## src/sv/lru_page_order_tracker_unit_defines.svh

```systemverilog
// assertion macros shared by the lru page order tracker rtl
// depends on a clock named clock and an active high reset named reset in the using module
`ifndef LRU_PAGE_ORDER_TRACKER_UNIT_DEFINES_SVH
`define LRU_PAGE_ORDER_TRACKER_UNIT_DEFINES_SVH

// same-cycle implication, checked out of reset
`define LPOT_ASSERT_IMP(label, ante, cons, msg) \
   label: assert property (@(posedge clock) disable iff (reset) (ante) |-> (cons)) \
      else $error(msg);

// next-cycle implication, checked out of reset
`define LPOT_ASSERT_NXT(label, ante, cons, msg) \
   label: assert property (@(posedge clock) disable iff (reset) (ante) |=> (cons)) \
      else $error(msg);

`endif

```

## src/sv/lpot_pkg.sv

```systemverilog
// shared types and constants for the lru page order tracker
// no dependencies
`timescale 1ns / 1ps

package lpot_pkg;

   // width of the page fields on the ports
   localparam int PAGE_W = 6;

   // request command codes
   typedef enum logic [0:0] {
      CMD_TOUCH  = 1'b0,
      CMD_REMOVE = 1'b1
   } cmd_type;

endpackage

```

## src/sv/lpot_ram.sv

```systemverilog
// generic single write port ram with registered read (old data on read during write)
// no dependencies
`timescale 1ns / 1ps

module lpot_ram #(
   parameter int  WIDTH = 6,
   parameter int  DEPTH = 64,
   localparam int AW    = (DEPTH > 1) ? $clog2(DEPTH) : 1
) (
   input  logic             clock,
   input  logic             wr_en,
   input  logic [AW-1:0]    wr_addr,
   input  logic [WIDTH-1:0] wr_data,
   input  logic             rd_en,
   input  logic [AW-1:0]    rd_addr,
   output logic [WIDTH-1:0] rd_data
);

   logic [WIDTH-1:0] mem_ff [DEPTH];
   logic [WIDTH-1:0] rd_data_ff;

   // write port and registered read port
   always_ff @(posedge clock) begin
      if (wr_en) begin
         mem_ff[wr_addr] <= wr_data;
      end
      if (rd_en) begin
         rd_data_ff <= mem_ff[rd_addr];
      end
   end

   assign rd_data = rd_data_ff;

endmodule

```

## src/sv/lru_page_order_tracker_unit.sv

```systemverilog
// lru page order tracker top level: doubly linked lru list over per-page link rams
// depends on lpot_pkg, lpot_ram and lru_page_order_tracker_unit_defines.svh
`timescale 1ns / 1ps
`include "lru_page_order_tracker_unit_defines.svh"
//
//   channel  | direction | handshake                    | payload
//   ---------+-----------+------------------------------+---------------------------------
//   req      | in        | req_valid / req_stall        | req_command, req_page
//   rsp      | out       | rsp_valid / rsp_stall        | rsp_victim_page, rsp_victim_valid
//
// one word in per cycle while req_stall is low, one result word per request word
// link rams are read at accept; the op then runs from the input register into the result
// register that drives rsp_valid, with the previous op's link writes forwarded around the rams
// reset is synchronous; list membership and head/tail clear at once, link rams are not swept
// req_stall rises only while a word waits in the input register and the result register is
// held by rsp_stall

module lru_page_order_tracker_unit #(
   parameter int PAGE_COUNT = 64
) (
   input  logic                        clock,
   input  logic                        reset,
   input  logic                        req_valid,
   output logic                        req_stall,
   input  logic                        req_command,
   input  logic [lpot_pkg::PAGE_W-1:0] req_page,
   output logic                        rsp_valid,
   input  logic                        rsp_stall,
   output logic [lpot_pkg::PAGE_W-1:0] rsp_victim_page,
   output logic                        rsp_victim_valid
);

   import lpot_pkg::*;

   localparam int IDX_W = $clog2(PAGE_COUNT);

   // handshake
   logic                  accept;
   logic                  exec;
   cmd_type               req_cmd;
   logic                  req_in_range;
   logic [IDX_W-1:0]      rd_addr;

   // input register
   logic                  s1_valid_ff;
   cmd_type               s1_cmd_ff;
   logic                  s1_in_range_ff;
   logic [IDX_W-1:0]      s1_addr_ff;

   // list state
   logic [PAGE_COUNT-1:0] in_list_ff, in_list_in;
   logic [IDX_W-1:0]      oldest_ff, oldest_in;
   logic [IDX_W-1:0]      newest_ff, newest_in;
   logic                  list_empty_ff, list_empty_in;

   // which bank holds the latest next / prev link of each page
   logic [PAGE_COUNT-1:0] lvt_next_ff;
   logic [PAGE_COUNT-1:0] lvt_prev_ff;

   // link ram ports
   logic                  na_we, nb_we, pa_we, pb_we;
   logic [IDX_W-1:0]      na_wa, nb_wa, pa_wa, pb_wa;
   logic [IDX_W-1:0]      na_wd, nb_wd, pa_wd, pb_wd;
   logic [IDX_W-1:0]      na_q, nb_q, pa_q, pb_q;

   // last op's link writes, for forwarding
   logic                  fwd_na_en_ff, fwd_nb_en_ff, fwd_pa_en_ff, fwd_pb_en_ff;
   logic [IDX_W-1:0]      fwd_na_addr_ff, fwd_nb_addr_ff, fwd_pa_addr_ff, fwd_pb_addr_ff;
   logic [IDX_W-1:0]      fwd_na_data_ff, fwd_nb_data_ff, fwd_pa_data_ff, fwd_pb_data_ff;

   // resolved link reads for the word in the input register
   logic [IDX_W-1:0]      next_rd;
   logic [IDX_W-1:0]      prev_rd;

   // op results
   logic                  append;
   logic [PAGE_W-1:0]     victim_page;
   logic                  victim_valid;

   // result register
   logic                  rsp_valid_ff;
   logic [PAGE_W-1:0]     rsp_victim_page_ff;
   logic                  rsp_victim_valid_ff;

   // handshake and read address
   assign req_cmd      = cmd_type'(req_command);
   assign req_in_range = (int'(req_page) < PAGE_COUNT);
   assign exec         = s1_valid_ff && !(rsp_valid_ff && rsp_stall);
   assign req_stall    = s1_valid_ff && rsp_valid_ff && rsp_stall;
   assign accept       = req_valid && !req_stall;
   assign rd_addr      = (req_cmd == CMD_REMOVE) ? oldest_in :
                         (req_in_range ? IDX_W'(req_page) : '0);

   // next link banks
   lpot_ram #(.WIDTH(IDX_W), .DEPTH(PAGE_COUNT)) u_next_a (
      .clock(clock), .wr_en(na_we), .wr_addr(na_wa), .wr_data(na_wd),
      .rd_en(accept), .rd_addr(rd_addr), .rd_data(na_q)
   );
   lpot_ram #(.WIDTH(IDX_W), .DEPTH(PAGE_COUNT)) u_next_b (
      .clock(clock), .wr_en(nb_we), .wr_addr(nb_wa), .wr_data(nb_wd),
      .rd_en(accept), .rd_addr(rd_addr), .rd_data(nb_q)
   );

   // prev link banks
   lpot_ram #(.WIDTH(IDX_W), .DEPTH(PAGE_COUNT)) u_prev_a (
      .clock(clock), .wr_en(pa_we), .wr_addr(pa_wa), .wr_data(pa_wd),
      .rd_en(accept), .rd_addr(rd_addr), .rd_data(pa_q)
   );
   lpot_ram #(.WIDTH(IDX_W), .DEPTH(PAGE_COUNT)) u_prev_b (
      .clock(clock), .wr_en(pb_we), .wr_addr(pb_wa), .wr_data(pb_wd),
      .rd_en(accept), .rd_addr(rd_addr), .rd_data(pb_q)
   );

   // pick the live bank, then forward the previous op's writes
   always_comb begin
      next_rd = lvt_next_ff[s1_addr_ff] ? nb_q : na_q;
      if (fwd_nb_en_ff && (fwd_nb_addr_ff == s1_addr_ff)) begin
         next_rd = fwd_nb_data_ff;
      end
      if (fwd_na_en_ff && (fwd_na_addr_ff == s1_addr_ff)) begin
         next_rd = fwd_na_data_ff;
      end
      prev_rd = lvt_prev_ff[s1_addr_ff] ? pb_q : pa_q;
      if (fwd_pb_en_ff && (fwd_pb_addr_ff == s1_addr_ff)) begin
         prev_rd = fwd_pb_data_ff;
      end
      if (fwd_pa_en_ff && (fwd_pa_addr_ff == s1_addr_ff)) begin
         prev_rd = fwd_pa_data_ff;
      end
   end

   // touch / remove on the list
   always_comb begin
      in_list_in    = in_list_ff;
      oldest_in     = oldest_ff;
      newest_in     = newest_ff;
      list_empty_in = list_empty_ff;
      na_we = 1'b0; na_wa = '0; na_wd = '0;
      nb_we = 1'b0; nb_wa = '0; nb_wd = '0;
      pa_we = 1'b0; pa_wa = '0; pa_wd = '0;
      pb_we = 1'b0; pb_wa = '0; pb_wd = '0;
      append       = 1'b0;
      victim_page  = '0;
      victim_valid = 1'b0;
      if (exec) begin
         case (s1_cmd_ff)
            CMD_TOUCH: begin
               if (s1_in_range_ff) begin
                  if (in_list_ff[s1_addr_ff]) begin
                     // unlink a page already listed, unless it is the tail
                     if (s1_addr_ff != newest_ff) begin
                        if (s1_addr_ff == oldest_ff) begin
                           oldest_in = next_rd;
                        end else begin
                           na_we = 1'b1;
                           na_wa = prev_rd;
                           na_wd = next_rd;
                        end
                        pa_we  = 1'b1;
                        pa_wa  = next_rd;
                        pa_wd  = prev_rd;
                        append = 1'b1;
                     end
                  end else begin
                     in_list_in[s1_addr_ff] = 1'b1;
                     if (list_empty_ff) begin
                        oldest_in     = s1_addr_ff;
                        newest_in     = s1_addr_ff;
                        list_empty_in = 1'b0;
                     end else begin
                        append = 1'b1;
                     end
                  end
               end
            end
            CMD_REMOVE: begin
               // pop the head
               if (!list_empty_ff) begin
                  victim_page           = PAGE_W'(oldest_ff);
                  victim_valid          = 1'b1;
                  in_list_in[oldest_ff] = 1'b0;
                  if (oldest_ff == newest_ff) begin
                     list_empty_in = 1'b1;
                  end else begin
                     oldest_in = next_rd;
                  end
               end
            end
            default: begin
            end
         endcase
         // link the page in at the tail
         if (append) begin
            nb_we     = 1'b1;
            nb_wa     = newest_ff;
            nb_wd     = s1_addr_ff;
            pb_we     = 1'b1;
            pb_wa     = s1_addr_ff;
            pb_wd     = newest_ff;
            newest_in = s1_addr_ff;
         end
      end
   end

   // control state
   always_ff @(posedge clock) begin
      if (reset) begin
         s1_valid_ff   <= 1'b0;
         rsp_valid_ff  <= 1'b0;
         in_list_ff    <= '0;
         oldest_ff     <= '0;
         newest_ff     <= '0;
         list_empty_ff <= 1'b1;
         fwd_na_en_ff  <= 1'b0;
         fwd_nb_en_ff  <= 1'b0;
         fwd_pa_en_ff  <= 1'b0;
         fwd_pb_en_ff  <= 1'b0;
      end else begin
         if (accept) begin
            s1_valid_ff <= 1'b1;
         end else if (exec) begin
            s1_valid_ff <= 1'b0;
         end
         if (exec) begin
            rsp_valid_ff <= 1'b1;
         end else if (!rsp_stall) begin
            rsp_valid_ff <= 1'b0;
         end
         in_list_ff    <= in_list_in;
         oldest_ff     <= oldest_in;
         newest_ff     <= newest_in;
         list_empty_ff <= list_empty_in;
         if (exec) begin
            fwd_na_en_ff <= na_we;
            fwd_nb_en_ff <= nb_we;
            fwd_pa_en_ff <= pa_we;
            fwd_pb_en_ff <= pb_we;
         end
      end
   end

   // payload registers and bank select bits
   always_ff @(posedge clock) begin
      if (accept) begin
         s1_cmd_ff      <= req_cmd;
         s1_in_range_ff <= req_in_range;
         s1_addr_ff     <= rd_addr;
      end
      if (exec) begin
         rsp_victim_page_ff  <= victim_page;
         rsp_victim_valid_ff <= victim_valid;
         fwd_na_addr_ff      <= na_wa;
         fwd_na_data_ff      <= na_wd;
         fwd_nb_addr_ff      <= nb_wa;
         fwd_nb_data_ff      <= nb_wd;
         fwd_pa_addr_ff      <= pa_wa;
         fwd_pa_data_ff      <= pa_wd;
         fwd_pb_addr_ff      <= pb_wa;
         fwd_pb_data_ff      <= pb_wd;
         if (na_we) begin
            lvt_next_ff[na_wa] <= 1'b0;
         end
         if (nb_we) begin
            lvt_next_ff[nb_wa] <= 1'b1;
         end
         if (pa_we) begin
            lvt_prev_ff[pa_wa] <= 1'b0;
         end
         if (pb_we) begin
            lvt_prev_ff[pb_wa] <= 1'b1;
         end
      end
   end

   assign rsp_valid        = rsp_valid_ff;
   assign rsp_victim_page  = rsp_victim_page_ff;
   assign rsp_victim_valid = rsp_victim_valid_ff;

   // checks
   `LPOT_ASSERT_IMP(a_empty_no_members, list_empty_ff, in_list_ff == '0, "empty list has members")
   `LPOT_ASSERT_IMP(a_ends_listed, !list_empty_ff, in_list_ff[oldest_ff] && in_list_ff[newest_ff], "list head or tail not marked as member")
   `LPOT_ASSERT_NXT(a_pop_reported, exec && (s1_cmd_ff == CMD_REMOVE) && !list_empty_ff, rsp_valid_ff && rsp_victim_valid_ff, "pop of a nonempty list not reported")
   `LPOT_ASSERT_NXT(a_no_false_victim, exec && ((s1_cmd_ff == CMD_TOUCH) || list_empty_ff), rsp_valid_ff && !rsp_victim_valid_ff, "victim reported without a pop")
   `LPOT_ASSERT_IMP(a_next_banks_apart, fwd_na_en_ff && fwd_nb_en_ff, fwd_na_addr_ff != fwd_nb_addr_ff, "both next link banks written at one page")

endmodule
```

## config.mk

```make
export PLATFORM = sky130hd
export DESIGN_NAME = lru_page_order_tracker_unit
export DESIGN_NICKNAME = d
export VERILOG_FILES = /design/src/sv/lpot_pkg.sv /design/src/sv/lpot_ram.sv /design/src/sv/lru_page_order_tracker_unit.sv
export VERILOG_INCLUDE_DIRS = /design/src /design/src/sv
export SDC_FILE = /design/constraint.sdc
export NUM_CORES = 2
export LEC_CHECK = 0
export ABC_CLOCK_PERIOD_IN_PS = 17000
export BUFFER_PORTS_ARGS = -buffer_cell sky130_fd_sc_hd__buf_4
export CAP_MARGIN = 10
export CORE_ASPECT_RATIO = 0.7
export CORE_MARGIN = 8
export CORE_UTILIZATION = 60
export DETAILED_ROUTE_END_ITERATION = 16
export GPL_ROUTABILITY_DRIVEN = 0
export GPL_TIMING_DRIVEN = 0
export HOLD_SLACK_MARGIN = 0.08
export PLACE_DENSITY_LB_ADDON = 0.3
export SETUP_SLACK_MARGIN = 0.5
export SYNTH_ARGS = -nofsm -noshare
export SYNTH_HDL_FRONTEND = slang
export SYNTH_HIERARCHICAL = 1
export SYNTH_SLANG_ARGS = --single-unit
export TNS_END_PERCENT = 5
```

## constraint.sdc

```tcl
create_clock -name clock -period 17 [get_ports clock]
set_clock_uncertainty 0.1 [all_clocks]
set_input_delay 1.7 -clock clock [delete_from_list [all_inputs] [get_ports clock]]
set_output_delay 1.7 -clock clock [all_outputs]
set_load 0.02 [all_outputs]
```

==> metrics.md <==
| Metric | Value |
|---|---|
| Status | `finished, final reports clean` |
| Synth-to-Final Area Change | `10.37%` |
| Worst-Margin Slew | `around 1.2 ns` |
| Final #Nets | `4669` |
| Async SR Flop Fraction | `0%` |
| Worst-path fanout max | `41` |
| CTS clock-pin slew for the worst setup and hold paths | `0.07 ns` |
| Worst Path Required | `17.32 ns` |
| WL final | `207600 µm` |
| Register area | `around 0.054 mm²` |
| Period minus WS final | `8.004 ns` |
| Vias in the first global route | `44471` |
| Yosys reg bits | `1820` |
| Critical path startpoint category | `register` |
| Power density cells | `107.6 mW/mm²` |
| Hold Path End | `fwd_pa_en_ff` |
| Worst path cell trace | `buf_4 -> buf_4 -> nand2b_1 -> o22ai_1 -> o31ai_1 -> o2111ai_2 -> nor3_2 -> a21oi_2 -> inv_2 -> buf_2 -> clkbuf_1 -> and2_2 -> buf_12 -> clkbuf_1 -> nor2b_1 -> nand3_1 -> nor2_1` |
| # setup viols final | `0` |
| Area leader, netlist | `edfxtp_1` |
| Hold/Removal Path Class | `reg -> reg` |
| Yosys Warn Count | `6` |
| Most used flip-flop cell after synthesis | `edfxtp_1` |
| Fill cell count | `8204` |
| Post-synthesis sequential area ratio | `70.53%` |
| Achievable Freq | `between 100 and 150 MHz` |
| Die Ht | `314.4 µm` |
| Antenna violations before repair | `9` |
| Yosys top cell area share | `68.38%` |
| Buffers added on ports | `18` |
| Synth top area cells | `edfxtp_1 68%, mux4_2 11%, dfxtp_1 2.2%, nor2_1 1.8%, mux2i_1 1.4%` |
| Post-DR vias/cell | `7.231` |
| Hold Startpoint | `fwd_pa_en_ff` |
| Setup repair bufs after CTS | `0` |
| Hold depth | `2` |
| Mapped Cells | `4434` |
| Worst hold slack | `0.3613 ns` |
| CP delay by family, top | `simple AND/OR/NAND/NOR gates` |
| Share of layout cells above drive strength 1 | `19.40%` |
| CP arrival | `8.33 ns` |
| Finished Cell Area | `approximately 0.084 mm²` |
| Via count | `46606` |
| ANT nets after route | `0` |
| CTS tree | `yes` |
| Worst-skew pair later-pin latency | `between 0.8 and 0.9 ns` |
| DRC viols | `0` |
| Slew headroom | `between 10% and 20%` |
| Max_cap viols | `0` |
| Final Hold Fails | `0` |
| Crit Path Category | `reg -> reg` |
| Io pins | `20` |
| Hold buffer count at CTS | `0` |
| Post_cts resized | `0` |
| Clock sinks | `1820` |
| Worst-case reg-to-reg path depth | `17` |
| Core Util, Final | `between 60% and 70%` |
| Clock Tree Buf Depth | `3` |
| DP Area | `about 0.079 mm²` |
| 1st-pass router iterations | `7` |
| Leak | `around 30 nW` |
| Maximum VDD drop | `0.1033 mV` |
| Syn_nets | `~4400` |
| Die W | `442.3 µm` |
| Max-slew violation count | `0` |
| Post-DP HPWL | `137600 µm` |
| RSZ-0062 raised after global routing | `false` |
| First-pass GRT wire length | `299100 µm` |
| Setup_tns | `0 ns` |
| Synth top cells by count | `1738 x edfxtp_1, 376 x nor2_1, 363 x mux4_2` |
| Critical path buffer and inverter count | `7` |
| Row cnt | `109` |
| CP endpoint kind | `register` |
| Htree depth | `4` |
| Slowest cell on the critical path | `clkbuf_1` |
| Multi-input combinational cell area | `0.02084 mm²` |
| Fin crit share | `47.08%` |
| Core ar. | `0.1263 mm²` |
| Reg-to-reg startpoint | `s1_addr_ff[0]` |
| 1st-iter DRT viols | `7725` |
| Die area | `0.1391 mm²` |
| Pin count of the biggest net entering global routing | `102` |
| R2r endpoint | `u_next_b/mem_ff[11][2]` |
| CTS Buf Count | `165` |
| Grt total ovfl | `0` |
| Mean post-synth cell area | `~17 µm²` |
| Drt wl/cell | `between 30 and 40 µm` |
| Synthesized cell area | `between 0.07 and 0.08 mm²` |
| Initial Util | `60.44%` |
| Distinct cells, synth | `between 90 and 100` |
| Total Routing Usage GR | `29.14%` |
| Reg2Reg Setup Slack | `9.00 ns` |
| Post-synth EDFFs | `1738` |
| Largest stage delay, worst path | `0.86 ns` |
| Root Buffer | `clkbuf_16` |
| Most common cell in the netlist | `edfxtp_1` |
-- power breakdown --
group          total, mW  switching, mW  internal (mW)
sequential          4.89         0.0139           4.87
combinational      0.700          0.465          0.236
clock               3.47           1.59           1.89
total               9.06           2.06           7.00
-- tightest hold or removal path: stages (launching register included) --
cell and delay (ns):
dfxtp_1 0.31, nand2_1 0.05, a21oi_1 0.05
-- layer usage --
layer / track usage, % / wire (µm)
met3: 11.61 / 35330
met2: 39.77 / 84990
met4: 9.267 / 7230
met1: 43.24 / 79910
met5: 0 / 140
-- flip-flops by register name, summed over array words and instances, names as in the netlist, 6 cells and up --
signal and flops:
fwd_pa_addr_ff 6, lvt_prev_ff 64, u_next_a/rd_data 6, u_next_b/mem_ff 384, fwd_na_addr_ff 6, s1_addr_ff 6, fwd_na_data_ff 6, u_next_a/mem_ff 384
fwd_pb_data_ff 6, u_prev_b/mem_ff 384, rsp_victim_page 6, oldest_ff 6, u_prev_b/rd_data 6, in_list_ff 64, u_next_b/rd_data 6, u_prev_a/mem_ff 384
lvt_next_ff 64, fwd_nb_data_ff 6, newest_ff 6, fwd_pa_data_ff 6, u_prev_a/rd_data 6
-- metrics by stage --
step / setup WS (ns) / std cells / total power [mW]
finish: 8.996 / 6445 / 9.060
floorplan: 6.820 / 4434 / 5.404
detailed placement: 8.727 / 6153 / 5.645
global route: 8.913 / 6438 / 9.268
CTS: 9.485 / 6435 / 9.066
global placement: 0.8141 / 6117 / 5.634
-- logic make-up (layout without fill, tap and decap cells) --
family	Yosys count	count (layout)	share of synthesized area, %
AOI/OAI and AO/OA	699	699	6.298
xor gates and xnor gates	42	42	0.4819
buffers and inverters	312	651	2.334
DFF	1820	1820	70.53
muxes	537	537	13.58
other	0	7	0
and+or+nand+nor	1024	1024	6.772
-- layout by cell type (no fill, tap or decap), types with 42 or more instances in the layout --
| cell | instances |
|---|---|
| mux2i_1 | 105 |
| clkbuf_16 | 169 |
| nor3_1 | 49 |
| nor2_1 | 367 |
| a21oi_1 | 129 |
| buf_2 | 91 |
| clkbuf_1 | 164 |
| o21ai_0 | 86 |
| mux2_2 | 42 |
| nand4_1 | 45 |
| nand2_1 | 148 |
| nand3_1 | 104 |
| dfxtp_1 | 82 |
| edfxtp_1 | 1738 |
| o22ai_1 | 58 |
| nor2b_1 | 53 |
| a31oi_1 | 64 |
| mux4_2 | 363 |
-- worst max-delay path by stage --
stage	endpoint	cells past startpoint	slack (ns)	startpoint
after floorplan	fwd_na_data_ff[4]	10	6.82	rsp_stall
after global placement	u_next_a/mem_ff[28][2]	11	0.81	rsp_stall
after detailed placement	u_next_b/mem_ff[27][0]	18	8.73	rsp_stall
after CTS	u_next_b/mem_ff[35][3]	16	9.49	s1_addr_ff[4]
after global routing	u_next_b/mem_ff[11][3]	17	8.91	s1_addr_ff[0]
final	u_next_b/mem_ff[11][2]	17	9.00	s1_addr_ff[0]
-- area by class of cell --
class | count | share of cell area [%]
antenna | 7 | 0.02079
multi-input combinational | 2302 | 24.74
timing repair buffer | 57 | 0.9491
clock inverter | 78 | 0.6134
buffer | 288 | 2.011
inverter | 24 | 0.1159
tap | 1665 | 2.473
sequential | 1820 | 63.90
clock buffer | 204 | 5.176
No activity file was read; power rests on OpenSTA's default activity.
